**src/rtl/bcc_pkg.sv**
```systemverilog
`timescale 1ns / 1ps

package bcc_pkg;

  // One input transaction: a poll tick with the raw level, or a restart.
  typedef struct packed {
    logic func;
    logic pressed;
  } in_t;

  // One result transaction.
  typedef struct packed {
    logic [2:0] action_code;
    logic [1:0] relay_command;
    logic [1:0] long_press_report;
    logic [2:0] button_phase;
  } out_t;

  typedef enum logic [2:0] {
    PH_IDLE     = 3'd0,
    PH_PRESSED1 = 3'd1,
    PH_PAUSE1   = 3'd2,
    PH_PRESSED2 = 3'd3,
    PH_PAUSE2   = 3'd4,
    PH_PRESSED3 = 3'd5,
    PH_LONG     = 3'd6,
    PH_BLOCKED  = 3'd7
  } phase_e;

  // Register indexes, taken from paddr[3:2].
  localparam logic [1:0] REG_SWITCH_MODE = 2'd0;
  localparam logic [1:0] REG_RELAY_MODE  = 2'd1;
  localparam logic [1:0] REG_MAX_PAUSE   = 2'd2;
  localparam logic [1:0] REG_LONG_PRESS  = 2'd3;

  localparam logic [1:0] SM_TOGGLE    = 2'd0;
  localparam logic [1:0] SM_MOMENTARY = 2'd1;
  localparam logic [1:0] SM_MULTI     = 2'd2;

  localparam logic [2:0] RM_UNLINKED = 3'd0;
  localparam logic [2:0] RM_FRONT    = 3'd1;
  localparam logic [2:0] RM_SINGLE   = 3'd2;
  localparam logic [2:0] RM_DOUBLE   = 3'd3;
  localparam logic [2:0] RM_TRIPLE   = 3'd4;
  localparam logic [2:0] RM_LONG     = 3'd5;

  localparam logic [2:0] ACT_NONE     = 3'd0;
  localparam logic [2:0] ACT_SINGLE   = 3'd1;
  localparam logic [2:0] ACT_DOUBLE   = 3'd2;
  localparam logic [2:0] ACT_TRIPLE   = 3'd3;
  localparam logic [2:0] ACT_PRESSED  = 3'd4;
  localparam logic [2:0] ACT_RELEASED = 3'd5;

  localparam logic [1:0] RC_NONE   = 2'd0;
  localparam logic [1:0] RC_TOGGLE = 2'd1;
  localparam logic [1:0] RC_ON     = 2'd2;
  localparam logic [1:0] RC_OFF    = 2'd3;

  localparam logic [1:0] LP_NONE  = 2'd0;
  localparam logic [1:0] LP_BEGAN = 2'd1;
  localparam logic [1:0] LP_ENDED = 2'd2;

  localparam logic [1:0]  SWITCH_MODE_RST = 2'd0;
  localparam logic [2:0]  RELAY_MODE_RST  = 3'd1;
  localparam logic [15:0] MAX_PAUSE_RST   = 16'd25;
  localparam logic [15:0] LONG_PRESS_RST  = 16'd100;

endpackage

```
**src/rtl/button_click_classifier_core.sv**
```systemverilog
`timescale 1ns / 1ps

// Button click classifier: debounces a polled button level and reports
// clicks, double and triple clicks, long presses and relay commands.
// Input channel: in_valid_i / in_stall_o / in_data_i, one poll tick or a
// restart command per transaction. Output channel: out_valid_o / out_stall_i
// / out_data_o, exactly one result per input transaction, in order.
// The whole update of one tick is one level of logic between the state
// registers and the output register, so a transaction may be accepted in
// every cycle while the receiver does not stall; its result is then shown
// on the cycle after acceptance. On a stall the output register holds its
// result and one further transaction enters a skid register; in_stall_o rises
// until the output drains. Unstalled throughput is one transaction per cycle.
// Configuration is written over the APB-style port (byte address 4*index);
// every register write also restarts the machine into the blocked phase.
// Reset loads the register defaults, clears the debounce state, puts the
// machine into the blocked phase and empties the output stages. The blocked
// phase is left by the first settled released tick.
module button_click_classifier_core #(
  parameter int SETTLE_TICKS     = 3,
  parameter int TICK_COUNT_WIDTH = 16
) (
  input  logic                 clk_i,
  input  logic                 rst_ni,
  input  logic                 in_valid_i,
  output logic                 in_stall_o,
  input  bcc_pkg::in_t         in_data_i,
  output logic                 out_valid_o,
  input  logic                 out_stall_i,
  output bcc_pkg::out_t        out_data_o,
  input  logic                 psel,
  input  logic                 penable,
  input  logic                 pwrite,
  input  logic [3:0]           paddr,
  input  logic [31:0]          pwdata,
  output logic [31:0]          prdata,
  output logic                 pready
);

  localparam int SettleW = $clog2(SETTLE_TICKS + 2);
  localparam int CmpW    = (TICK_COUNT_WIDTH > 16) ? TICK_COUNT_WIDTH : 16;
  localparam logic [SettleW-1:0] SettleLim = SettleW'(SETTLE_TICKS);

  // Configuration registers.
  logic [1:0]  switch_mode_q;
  logic [2:0]  relay_mode_q;
  logic [15:0] max_pause_q;
  logic [15:0] long_press_q;

  // Machine state.
  logic                        last_level_q, last_level_d;
  logic [SettleW-1:0]          settle_q, settle_d;
  bcc_pkg::phase_e             phase_q, phase_d;
  logic [TICK_COUNT_WIDTH-1:0] ticks_q, ticks_d;

  // Output register and skid register.
  logic          out_valid_q, skid_valid_q;
  bcc_pkg::out_t out_data_q, skid_data_q;
  bcc_pkg::out_t res;

  logic cfg_wr, in_fire, out_fire;

  assign pready   = 1'b1;
  assign cfg_wr   = psel & penable & pwrite;
  assign in_stall_o  = skid_valid_q;
  assign in_fire  = in_valid_i & ~skid_valid_q;
  assign out_fire = out_valid_q & ~out_stall_i;
  assign out_valid_o = out_valid_q;
  assign out_data_o  = out_data_q;

  always_comb begin
    case (paddr[3:2])
      bcc_pkg::REG_SWITCH_MODE: prdata = {30'd0, switch_mode_q};
      bcc_pkg::REG_RELAY_MODE:  prdata = {29'd0, relay_mode_q};
      bcc_pkg::REG_MAX_PAUSE:   prdata = {16'd0, max_pause_q};
      bcc_pkg::REG_LONG_PRESS:  prdata = {16'd0, long_press_q};
      default:                  prdata = 32'd0;
    endcase
  end

  always_ff @(posedge clk_i or negedge rst_ni) begin
    if (!rst_ni) begin
      switch_mode_q <= bcc_pkg::SWITCH_MODE_RST;
      relay_mode_q  <= bcc_pkg::RELAY_MODE_RST;
      max_pause_q   <= bcc_pkg::MAX_PAUSE_RST;
      long_press_q  <= bcc_pkg::LONG_PRESS_RST;
    end else if (cfg_wr) begin
      case (paddr[3:2])
        bcc_pkg::REG_SWITCH_MODE: switch_mode_q <= pwdata[1:0];
        bcc_pkg::REG_RELAY_MODE:  relay_mode_q  <= pwdata[2:0];
        bcc_pkg::REG_MAX_PAUSE:   max_pause_q   <= pwdata[15:0];
        bcc_pkg::REG_LONG_PRESS:  long_press_q  <= pwdata[15:0];
        default: ;
      endcase
    end
  end

  // Next-state and result logic for one tick.
  logic                        settle_base;
  logic [SettleW-1:0]          settle_mid;
  logic                        settled;
  logic [TICK_COUNT_WIDTH-1:0] ticks_inc;
  logic                        over_long, over_pause, linked;
  logic                        go_en;
  bcc_pkg::phase_e             go_ph;
  logic [2:0]                  act;
  logic [1:0]                  relay, lp;

  always_comb begin
    settle_base = (in_data_i.pressed != last_level_q);
    settle_mid  = settle_base ? '0 : settle_q;
    settle_d    = (settle_mid <= SettleLim) ? settle_mid + SettleW'(1) : settle_mid;
    settled     = (settle_d > SettleLim);
    ticks_inc   = (ticks_q != '1) ? ticks_q + TICK_COUNT_WIDTH'(1) : ticks_q;
    over_long   = CmpW'(ticks_inc) > CmpW'(long_press_q);
    over_pause  = CmpW'(ticks_inc) > CmpW'(max_pause_q);
    linked      = (relay_mode_q != bcc_pkg::RM_UNLINKED);

    last_level_d = last_level_q;
    ticks_d      = ticks_q;
    go_en        = 1'b0;
    go_ph        = bcc_pkg::PH_IDLE;
    act          = bcc_pkg::ACT_NONE;
    relay        = bcc_pkg::RC_NONE;
    lp           = bcc_pkg::LP_NONE;

    if (in_data_i.func) begin
      // Restart leaves the debounce state untouched.
      settle_d = settle_q;
      go_en    = 1'b1;
      go_ph    = bcc_pkg::PH_BLOCKED;
    end else begin
      last_level_d = in_data_i.pressed;
      if (settled) begin
        ticks_d = ticks_inc;
        if (phase_q == bcc_pkg::PH_BLOCKED) begin
          if (!in_data_i.pressed) begin
            go_en = 1'b1;
            go_ph = bcc_pkg::PH_IDLE;
          end
        end else begin
          case (switch_mode_q)
            bcc_pkg::SM_TOGGLE: begin
              if (phase_q == bcc_pkg::PH_IDLE) begin
                if (in_data_i.pressed) begin
                  go_en = 1'b1;
                  go_ph = bcc_pkg::PH_PRESSED1;
                  act   = bcc_pkg::ACT_SINGLE;
                  if (linked) relay = bcc_pkg::RC_TOGGLE;
                end
              end else if (phase_q == bcc_pkg::PH_PRESSED1) begin
                if (!in_data_i.pressed) begin
                  go_en = 1'b1;
                  go_ph = bcc_pkg::PH_IDLE;
                end
              end else begin
                go_en = 1'b1;
                go_ph = bcc_pkg::PH_IDLE;
              end
            end
            bcc_pkg::SM_MOMENTARY: begin
              if (phase_q == bcc_pkg::PH_IDLE) begin
                if (in_data_i.pressed) begin
                  go_en = 1'b1;
                  go_ph = bcc_pkg::PH_PRESSED1;
                  act   = bcc_pkg::ACT_PRESSED;
                  lp    = bcc_pkg::LP_BEGAN;
                  if (linked) relay = bcc_pkg::RC_ON;
                end
              end else if (phase_q == bcc_pkg::PH_PRESSED1) begin
                if (!in_data_i.pressed) begin
                  go_en = 1'b1;
                  go_ph = bcc_pkg::PH_IDLE;
                  act   = bcc_pkg::ACT_RELEASED;
                  lp    = bcc_pkg::LP_ENDED;
                  if (linked) relay = bcc_pkg::RC_OFF;
                end
              end else begin
                go_en = 1'b1;
                go_ph = bcc_pkg::PH_IDLE;
              end
            end
            bcc_pkg::SM_MULTI: begin
              case (phase_q)
                bcc_pkg::PH_IDLE: begin
                  if (in_data_i.pressed) begin
                    go_en = 1'b1;
                    go_ph = bcc_pkg::PH_PRESSED1;
                    if (relay_mode_q == bcc_pkg::RM_FRONT) relay = bcc_pkg::RC_TOGGLE;
                  end
                end
                bcc_pkg::PH_PRESSED1: begin
                  if (!in_data_i.pressed) begin
                    go_en = 1'b1;
                    go_ph = bcc_pkg::PH_PAUSE1;
                  end else if (over_long) begin
                    go_en = 1'b1;
                    go_ph = bcc_pkg::PH_LONG;
                    act   = bcc_pkg::ACT_PRESSED;
                    lp    = bcc_pkg::LP_BEGAN;
                    if (relay_mode_q == bcc_pkg::RM_LONG) relay = bcc_pkg::RC_ON;
                  end
                end
                bcc_pkg::PH_PAUSE1: begin
                  if (in_data_i.pressed) begin
                    go_en = 1'b1;
                    go_ph = bcc_pkg::PH_PRESSED2;
                  end else if (over_pause) begin
                    go_en = 1'b1;
                    go_ph = bcc_pkg::PH_IDLE;
                    act   = bcc_pkg::ACT_SINGLE;
                    if (relay_mode_q == bcc_pkg::RM_SINGLE) relay = bcc_pkg::RC_TOGGLE;
                  end
                end
                bcc_pkg::PH_PRESSED2: begin
                  if (!in_data_i.pressed) begin
                    go_en = 1'b1;
                    go_ph = bcc_pkg::PH_PAUSE2;
                  end
                end
                bcc_pkg::PH_PAUSE2: begin
                  if (in_data_i.pressed) begin
                    go_en = 1'b1;
                    go_ph = bcc_pkg::PH_PRESSED3;
                  end else if (over_pause) begin
                    go_en = 1'b1;
                    go_ph = bcc_pkg::PH_IDLE;
                    act   = bcc_pkg::ACT_DOUBLE;
                    if (relay_mode_q == bcc_pkg::RM_DOUBLE) relay = bcc_pkg::RC_TOGGLE;
                  end
                end
                bcc_pkg::PH_PRESSED3: begin
                  if (!in_data_i.pressed) begin
                    go_en = 1'b1;
                    go_ph = bcc_pkg::PH_IDLE;
                    act   = bcc_pkg::ACT_TRIPLE;
                    if (relay_mode_q == bcc_pkg::RM_TRIPLE) relay = bcc_pkg::RC_TOGGLE;
                  end
                end
                bcc_pkg::PH_LONG: begin
                  if (!in_data_i.pressed) begin
                    go_en = 1'b1;
                    go_ph = bcc_pkg::PH_IDLE;
                    act   = bcc_pkg::ACT_RELEASED;
                    lp    = bcc_pkg::LP_ENDED;
                    if (relay_mode_q == bcc_pkg::RM_LONG) relay = bcc_pkg::RC_OFF;
                  end
                end
                default: ;
              endcase
            end
            default: ;
          endcase
        end
      end
    end

    // A phase change always restarts the tick counter.
    phase_d = phase_q;
    if (go_en) begin
      phase_d = go_ph;
      ticks_d = '0;
    end

    res.action_code       = act;
    res.relay_command     = relay;
    res.long_press_report = lp;
    res.button_phase      = phase_d;
  end

  always_ff @(posedge clk_i or negedge rst_ni) begin
    if (!rst_ni) begin
      last_level_q <= 1'b0;
      settle_q     <= '0;
      phase_q      <= bcc_pkg::PH_BLOCKED;
      ticks_q      <= '0;
    end else if (cfg_wr) begin
      phase_q <= bcc_pkg::PH_BLOCKED;
      ticks_q <= '0;
    end else if (in_fire) begin
      last_level_q <= last_level_d;
      settle_q     <= settle_d;
      phase_q      <= phase_d;
      ticks_q      <= ticks_d;
    end
  end

  always_ff @(posedge clk_i or negedge rst_ni) begin
    if (!rst_ni) begin
      out_valid_q  <= 1'b0;
      skid_valid_q <= 1'b0;
    end else if (skid_valid_q) begin
      if (out_fire) begin
        skid_valid_q <= 1'b0;
      end
    end else if (in_fire) begin
      if (!out_valid_q || out_fire) begin
        out_valid_q <= 1'b1;
      end else begin
        skid_valid_q <= 1'b1;
      end
    end else if (out_fire) begin
      out_valid_q <= 1'b0;
    end
  end

  always_ff @(posedge clk_i) begin
    if (skid_valid_q) begin
      if (out_fire) begin
        out_data_q <= skid_data_q;
      end
    end else if (in_fire) begin
      if (!out_valid_q || out_fire) begin
        out_data_q <= res;
      end else begin
        skid_data_q <= res;
      end
    end
  end

`ifndef SYNTHESIS
  a_skid_behind_out: assert property (@(posedge clk_i) disable iff (!rst_ni)
    skid_valid_q |-> out_valid_q)
    else $error("skid register holds a transaction while the output is empty");

  a_restart_blocks: assert property (@(posedge clk_i) disable iff (!rst_ni)
    (in_fire && in_data_i.func && !cfg_wr) |=> (phase_q == bcc_pkg::PH_BLOCKED))
    else $error("restart did not put the machine into the blocked phase");

  a_cfg_restart: assert property (@(posedge clk_i) disable iff (!rst_ni)
    cfg_wr |=> (phase_q == bcc_pkg::PH_BLOCKED && ticks_q == '0))
    else $error("register write did not restart the machine");

  a_no_drop: assert property (@(posedge clk_i) disable iff (!rst_ni)
    (out_valid_q && out_stall_i) |=> out_valid_q)
    else $error("stalled result was lost");
`endif

endmodule

```
**config.mk**
```make
export PLATFORM = sky130hd
export DESIGN_NAME = button_click_classifier_core
export DESIGN_NICKNAME = d
export VERILOG_FILES = /design/src/rtl/bcc_pkg.sv /design/src/rtl/button_click_classifier_core.sv
export SDC_FILE = /design/constraint.sdc
export NUM_CORES = 1
export LEC_CHECK = 0
export BUFFER_PORTS_ARGS = -buffer_cell sky130_fd_sc_hd__clkbuf_2
export CORE_MARGIN = 5
export CORE_UTILIZATION = 52
export CTS_CLUSTER_SIZE = 28
export DETAILED_ROUTE_END_ITERATION = 6
export PLACE_DENSITY = 0.74
export SYNTH_ARGS = -nofsm -noshare
export SYNTH_HDL_FRONTEND = slang
export SYNTH_SLANG_ARGS = --single-unit
```
**constraint.sdc**
```tcl
create_clock -name clk_i -period 4.5 [get_ports clk_i]
set_clock_uncertainty 0.2 [all_clocks]
set_input_delay 0.9 -clock clk_i [delete_from_list [all_inputs] [get_ports clk_i]]
set_output_delay 0.9 -clock clk_i [all_outputs]
set_load 0.005 [all_outputs]
```
==> results of run 1 <==
[metal layers]
metal	share of wire, %	vias up	GRT usage (%)
li1	-	2142	-
met1	44	2189	27.1
met2	49	135	33.3
met3	4.9	17	3.87
met4	1.7	0	5.23
met5	0	-	0
[cell families after synthesis]
logic type      count (synthesis)
simple gates                  189
compound gates                 92
buf+inv                        85
flops                          82
mux                            63
fa+ha+maj                      38
xor+xnor                       12
other cells                     2
[state kept, by name, summed over array words and instances, names as in the netlist]
name	count
skid_data_q	10
out_valid_o	1
ticks_q	16
switch_mode_q	2
phase_q	3
in_stall_o	1
long_press_q	16
last_level_q	1
max_pause_q	16
relay_mode_q	3
settle_q	3
out_data_o	10
[power breakdown]
part	switching, W	internal (W)
clock	0.000312	0.000325
combinational	0.000453	0.000419
sequential	0.000169	0.000962
total	0.000934	0.00171
[stage by stage]
step                power (W)  cells  worst slack (ns)  hold slack (ns)
detailed placement    0.00196    761           -0.0684            0.293
CTS                   0.00259    778           0.00512            0.314
global placement      0.00191    761           0.00156            0.282
finish                0.00264    788           0.00369            0.314
global route          0.00281    788            -0.141            0.338
floorplan             0.00167    578            0.0593            0.270
[worst max path at each step]
stage	startpoint	endpoint	depth (start not counted)
6_report	ticks_q[0]$_DFFE_PN0P_	out_data_o[2]$_DFFE_PP_	17
5_1_grt	ticks_q[0]$_DFFE_PN0P_	out_data_o[2]$_DFFE_PP_	17
4_1_cts	ticks_q[0]$_DFFE_PN0P_	ticks_q[3]$_DFFE_PN0P_	18
3_5_place_dp	ticks_q[0]$_DFFE_PN0P_	skid_data_q[2]$_DFFE_PP_	17
3_3_place_gp	ticks_q[0]$_DFFE_PN0P_	skid_data_q[2]$_DFFE_PP_	17
2_1_floorplan	ticks_q[0]$_DFFE_PN0P_	skid_data_q[2]$_DFFE_PP_	18
[critical path, cell delays in order (launching register included)]
cell and delay (ns):
dfrtp_1 0.37, ha_2 0.18, and2_4 0.17, nand4_4 0.09, or4_4 0.53, nor2b_4 0.17
nand2_2 0.10, xnor2_2 0.14, ha_1 0.28, a21oi_1 0.15, nor2_1 0.05, or4_4 0.53
o31a_4 0.31, o21ai_4 0.15, a41oi_4 0.22, buf_6 0.19, o2111a_1 0.15, o31a_1 0.25
[cells in the mapped netlist (4+ instances only)]
| cell type | n |
|---|---|
| dfrtp_1 | 52 |
| nand2_1 | 46 |
| mux2_2 | 44 |
| inv_1 | 39 |
| ha_1 | 38 |
| a21oi_1 | 29 |
| nor2_1 | 29 |
| nor2b_1 | 22 |
| edfxtp_1 | 20 |
| buf_4 | 18 |
| mux2i_1 | 17 |
| nand3_1 | 16 |
| clkbuf_1 | 14 |
| nor3_1 | 14 |
| o21ai_0 | 13 |
| dfstp_2 | 10 |
| nand2b_1 | 9 |
| xnor2_1 | 9 |
| a221o_1 | 8 |
| a22o_1 | 7 |
| and2_1 | 6 |
| and3_1 | 6 |
| buf_2 | 6 |
| o31ai_1 | 6 |
| nor4b_1 | 5 |
| a31oi_1 | 4 |
| buf_1 | 4 |
| buf_6 | 4 |
| nand4_1 | 4 |
| o21a_1 | 4 |
[final cells by class]
cell class	instances	area [µm²]	share of cell area, %
repair buffers	100	656	9.83
clock buffers	9	124	1.86
clock inverters	7	108	1.61
multi-input cells	411	3300	49.4
flip-flops and latches	82	2160	32.5
inverters	39	146	2.20
well taps	140	175	2.63
[repair_timing]
| item | CTS | global route |
|---|---|---|
| gates resized for setup | 4 | 30 |
| setup buffers | 1 | 10 |
| pin swaps | 3 | 12 |
| endpoints found under the setup margin | 17 | 24 |
==> reports/results.tsv, run 1 <==
metric	value	unit
whs_endpoint	settle_q[0]$_DFFE_PN0P_	
synthesis.area	5620	µm²
cts_hold_buf	0	
utilization	62.3	%
die_y	114	µm
grt_max_degree	34	
root_buffer	clkbuf_8	
cap_violations	0	
synth_area_leaders	dfrtp_1, edfxtp_1, mux2_2, ha_1, dfstp_2	
synth-edff-count	20	
io_pins	90	
max_freq	0.222	GHz
muxShareOfSynthArea	12.7	%
num_antenna_cells	0	
totalWireLength	13000	µm
nFillCells	872	
path_clk_slew	0.10	ns
required	4.43	ns
drive_gt1_share	33.5	%
yosysTopAreaCellShare	23.2	%
synth-simple-area-share	18.7	%
grt_overflow	0	
gp_congestion	0.892	
worst_pin_slew	0.915	ns
end_kind	flop	
ant_nets	0	
tns	0	ns
synthXorXnorAreaFrac	1.87	%
cp_max_fo	5	
grtUsageTotal	20.0	%
hold_path.class	reg2reg	
clockBufferDepth	2	
finish.instance_area	6670	µm²
drc_errors	0	
min_from	settle_q[0]$_DFFE_PN0P_	
ys_types	70	
leakagePower	3.06	nW
r2r_end	out_data_o[2]$_DFFE_PP_	
synth_seq_area_share	38.5	%
ys_seq_elements	82	
firstDrtPassIters	5	
outcome	finished, final reports clean	
synth_compound_area_share	12.0	%
dieArea	13000	µm²
wire_per_inst	16.4	µm
areaGrowthSynthToFinish	18.8	%
synthArstFlopShare	75.6	%
rsz0062_at_grt	yes	
slew_headroom	39.0	%
fin_nets	726	
cts_tree	built	
yosysTopAreaCell	dfrtp_1	
peakVddDrop	0.293	mV
h-tree-depth	3	
synth_cells	563	
num_vias	4483	
cts_sinks	82	
period_needed	4.50	ns
syn_avg_cell_area	9.97	µm²
r2r_cells	17	
critical_path_class	reg2reg	
hold_viol	0	
setup_violations	0	
grt_first_pass_wirelength	21100	µm
via_per_inst	5.69	
synth-adder-area-share	8.47	%
clk_latency	0.37	ns
regToRegSetupSlack	0.004	ns
p_per_area	396	nW/µm²
finalCritPeriodShare	99.9	%
holdPathStages	1	
grt_pass1_vias	4400	
dp_hpwl	9320	µm
die_w	114	µm
cts_buffers	9	
layout_commonest_cell	clkbuf_2	
final_max_slew_viol_count	0	
start_kind	flop	
start_util	52.5	%
antenna_found_initial	0	
placementRows	38	
crit_arrival	4.42	ns
final_cell_mix	clkbuf_2, dfrtp_1, nand2_1	
yosys_warnings	0	
r2r_start	ticks_q[0]$_DFFE_PN0P_	
synth_top_family_by_area	simple AND/OR/NAND/NOR gates	
core_area	10700	µm²
place_area	6110	µm²
port_buffers	54	
ys.flop_type	dfrtp_1	
drtIter0Drc	219	
No activity file was read; power rests on OpenSTA's default activity.
==> run 2, diff against run 1 <==
CORE_MARGIN = 1   (was 5)
==> run 2 against run 1 <==
Design area is 4.2% lower. Largest power group unchanged. Non-clock buffer count is 13 lower. Combinational power is 7.6% lower. Die area is 14% lower. Highest routed layer unchanged. First-iteration DRC count is 12% higher. Critical path type unchanged. Clock power is 4.9% lower. Critical path depth is 1 higher.
==> reports/results.tsv, run 2 (synthesis gave the netlist of run 1 again) <==
metric	value	unit	change
post-place-cells	749		was 761
placementRows	37		was 38
outcome	finished, final reports clean		unchanged
cts_tree	built		unchanged
grt_overflow	0		unchanged
firstDrtPassIters	4		was 5
r2r_end	out_data_o[9]$_DFFE_PP_		was out_data_o[2]$_DFFE_PP_
wire_per_inst	16.0	µm	was 16.4 µm
final_cell_mix	clkbuf_2, dfrtp_1, nand2_1		unchanged
start_kind	flop		unchanged
drc_errors	0		unchanged
timing.final.ws_setup	0.0915	ns	was 0.00369 ns
hold_viol	0		unchanged
critical_path_class	reg2reg		unchanged
grt_first_pass_wirelength	19800	µm	was 21100 µm
core_area	10400	µm²	was 10700 µm²
r2r_start	ticks_q[0]$_DFFE_PN0P_		unchanged
grt_max_degree	40		was 34
cts_hold_buf	0		unchanged
grtUsageTotal	22.2	%	was 20.0%
intPower	0.00167	W	was 0.00171 W
clk_latency	0.35	ns	was 0.37 ns
clockBufferDepth	2		unchanged
min_from	settle_q[1]$_DFFE_PN0P_		was settle_q[0]$_DFFE_PN0P_
start_util	53.9	%	was 52.5%
whs_endpoint	settle_q[1]$_DFFE_PN0P_		was settle_q[0]$_DFFE_PN0P_
r2r_cells	18		was 17
p_per_area	398	nW/µm²	was 396 nW/µm²
setup_violations	0		unchanged
crit_arrival	4.32	ns	was 4.42 ns
cts_buffers	9		unchanged
holdPathStages	1		unchanged
cp_cell_sequence	ha_2 -> and2_4 -> nand4_2 -> or4_4 -> nor2b_4 -> buf_4 -> nand3_2 -> xnor2_1 -> ha_1 -> a21oi_1 -> o21ai_0 -> a221oi_1 -> o211ai_1 -> buf_4 -> and2_1 -> a31oi_1 -> a21oi_1 -> mux2_2		was ha_2 -> and2_4 -> nand4_4 -> or4_4 -> nor2b_4 -> nand2_2 -> xnor2_2 -> ha_1 -> a21oi_1 -> nor2_1 -> or4_4 -> o31a_4 -> o21ai_4 -> a41oi_4 -> buf_6 -> o2111a_1 -> o31a_1
dp_hpwl	8910	µm	was 9320 µm
layout_commonest_cell	clkbuf_2		unchanged
max_freq	0.227	GHz	was 0.222 GHz
port_buffers	54		unchanged
p_seq_share	44.5	%	was 42.8%
num_antenna_cells	0		unchanged
hold_path.class	reg2reg		unchanged
regToRegSetupSlack	0.09	ns	was 0.004 ns
final_max_slew_viol_count	0		unchanged
cp-startpoint	ticks_q[0]$_DFFE_PN0P_		unchanged
switching_share	34.3	%	was 35.4%
antenna_found_initial	0		unchanged
path_clk_slew	0.09	ns	was 0.10 ns
power_frac_comb	31.7	%	was 33.0%
num_vias	4369		was 4483
grt_pass1_vias	4249		was 4400
p_sw	0.000872	W	was 0.000934 W
nFillCells	870		was 872
cp_max_fo	5		unchanged
cap_violations	0		unchanged
top_regs	long_press_q (16), max_pause_q (16), ticks_q (16)		unchanged
areaGrowthSynthToFinish	13.7	%	was 18.8%
ant_nets	0		unchanged
fin_nets	713		was 726
worst_pin_slew	1.01	ns	was 0.915 ns
slowest_delay	0.46	ns	was 0.53 ns
period_needed	4.41	ns	was 4.50 ns
gp_congestion	0.862		was 0.892
drive_gt1_share	30.2	%	was 33.5%
drtIter0Drc	245		was 219
h-tree-depth	3		unchanged
io_pins	90		unchanged
root_buffer	clkbuf_8		unchanged
die_w	106	µm	was 114 µm
peakVddDrop	0.241	mV	was 0.293 mV
slew_headroom	32.5	%	was 39.0%
leakagePower	2.96	nW	was 3.06 nW
cts_sinks	82		unchanged
die_y	106	µm	was 114 µm
via_per_inst	5.67		was 5.69
finalCritPeriodShare	98.0	%	was 99.9%
power_frac_clock	23.8	%	was 24.1%
dp_slack	0.0143	ns	was -0.0684 ns
layoutNonFillerInstCount	771		was 788
dieArea	11200	µm²	was 13000 µm²
required	4.41	ns	was 4.43 ns
slowest_stage	or4_4		unchanged
totalWireLength	12300	µm	was 13000 µm
end_kind	flop		unchanged
==> run 2: cell count changes in the layout (fill, tap and decap cells not counted), moves of 3 or more <==
cell	delta
buf_4	-9
buf_6	-3
ha_1	+3
ha_4	-3
inv_8	-3
==> run 2: worst max-delay path: cells and delay by family (launching register included) <==
kind | cells | cell delay, ns
buf+inv | 2 | 0.35
mux | 1 | 0.27
compound gates | 6 | 1.10
fa+ha+maj | 2 | 0.51
flops | 1 | 0.38
xor+xnor | 1 | 0.20
simple gates | 6 | 1.16
==> run 2: cell type report <==
type,instances,area [µm²],area share [%]
flip-flops and latches,82,2160,33.9
clock inverters,3,43.8,0.686
repair buffers,87,534,8.37
well taps,136,170,2.66
clock buffers,13,185,2.90
multi-input cells,411,3140,49.2
inverters,39,146,2.29
==> run 2: through the flow <==
step | hold WS (ns) | setup TNS (ns) | power [W] | util (%) | cell area, µm²
after detailed placement | 0.300 | 0 | 0.00193 | 58.0 | 6040
after floorplan | 0.270 | 0 | 0.00167 | - | 5670
after CTS | 0.320 | 0 | 0.00253 | 60.2 | 6270
after global routing | 0.337 | -0.145 | 0.00270 | 61.3 | 6390
final | 0.310 | 0 | 0.00254 | 61.3 | 6390
after global placement | 0.283 | 0 | 0.00188 | 58.0 | 6040
==> run 2: how the worst max path moves through the flow <==
| stage | to |
|---|---|
| 3_5_place_dp | ticks_q[7]$_DFFE_PN0P_ |
| 6_report | out_data_o[9]$_DFFE_PP_ |
| 3_3_place_gp | ticks_q[9]$_DFFE_PN0P_ |
| 4_1_cts | ticks_q[7]$_DFFE_PN0P_ |
| 5_1_grt | ticks_q[4]$_DFFE_PN0P_ |
| 2_1_floorplan | skid_data_q[2]$_DFFE_PP_ |
==> run 2: metal layers <==
metal,vias up,share of wire (%),global-route usage (%)
met5,-,0,0
met1,2109,44,27.3
met2,129,50,39.2
li1,2106,-,-
met3,25,4.3,3.25
met4,0,2.0,8.43
==> run 2: timing repair <==
item / in CTS / in global routing
resized for setup: 1 / 12
endpoints found under the setup margin: 11 / 28
pin swaps: 3 / 6
buffers inserted: 0 / 6
endpoints found under the hold margin: 0 / 0
==> run 2: power by group through the flow <==
stage	logic, W	registers (W)	clock network [W]
3_3_place_gp	0.000750	0.00113	0
3_5_place_dp	0.000781	0.00115	0
4_1_cts	0.000790	0.00113	0.000613
6_report	0.000806	0.00113	0.000606
5_1_grt	0.000898	0.00116	0.000645
2_1_floorplan	0.000616	0.00106	0
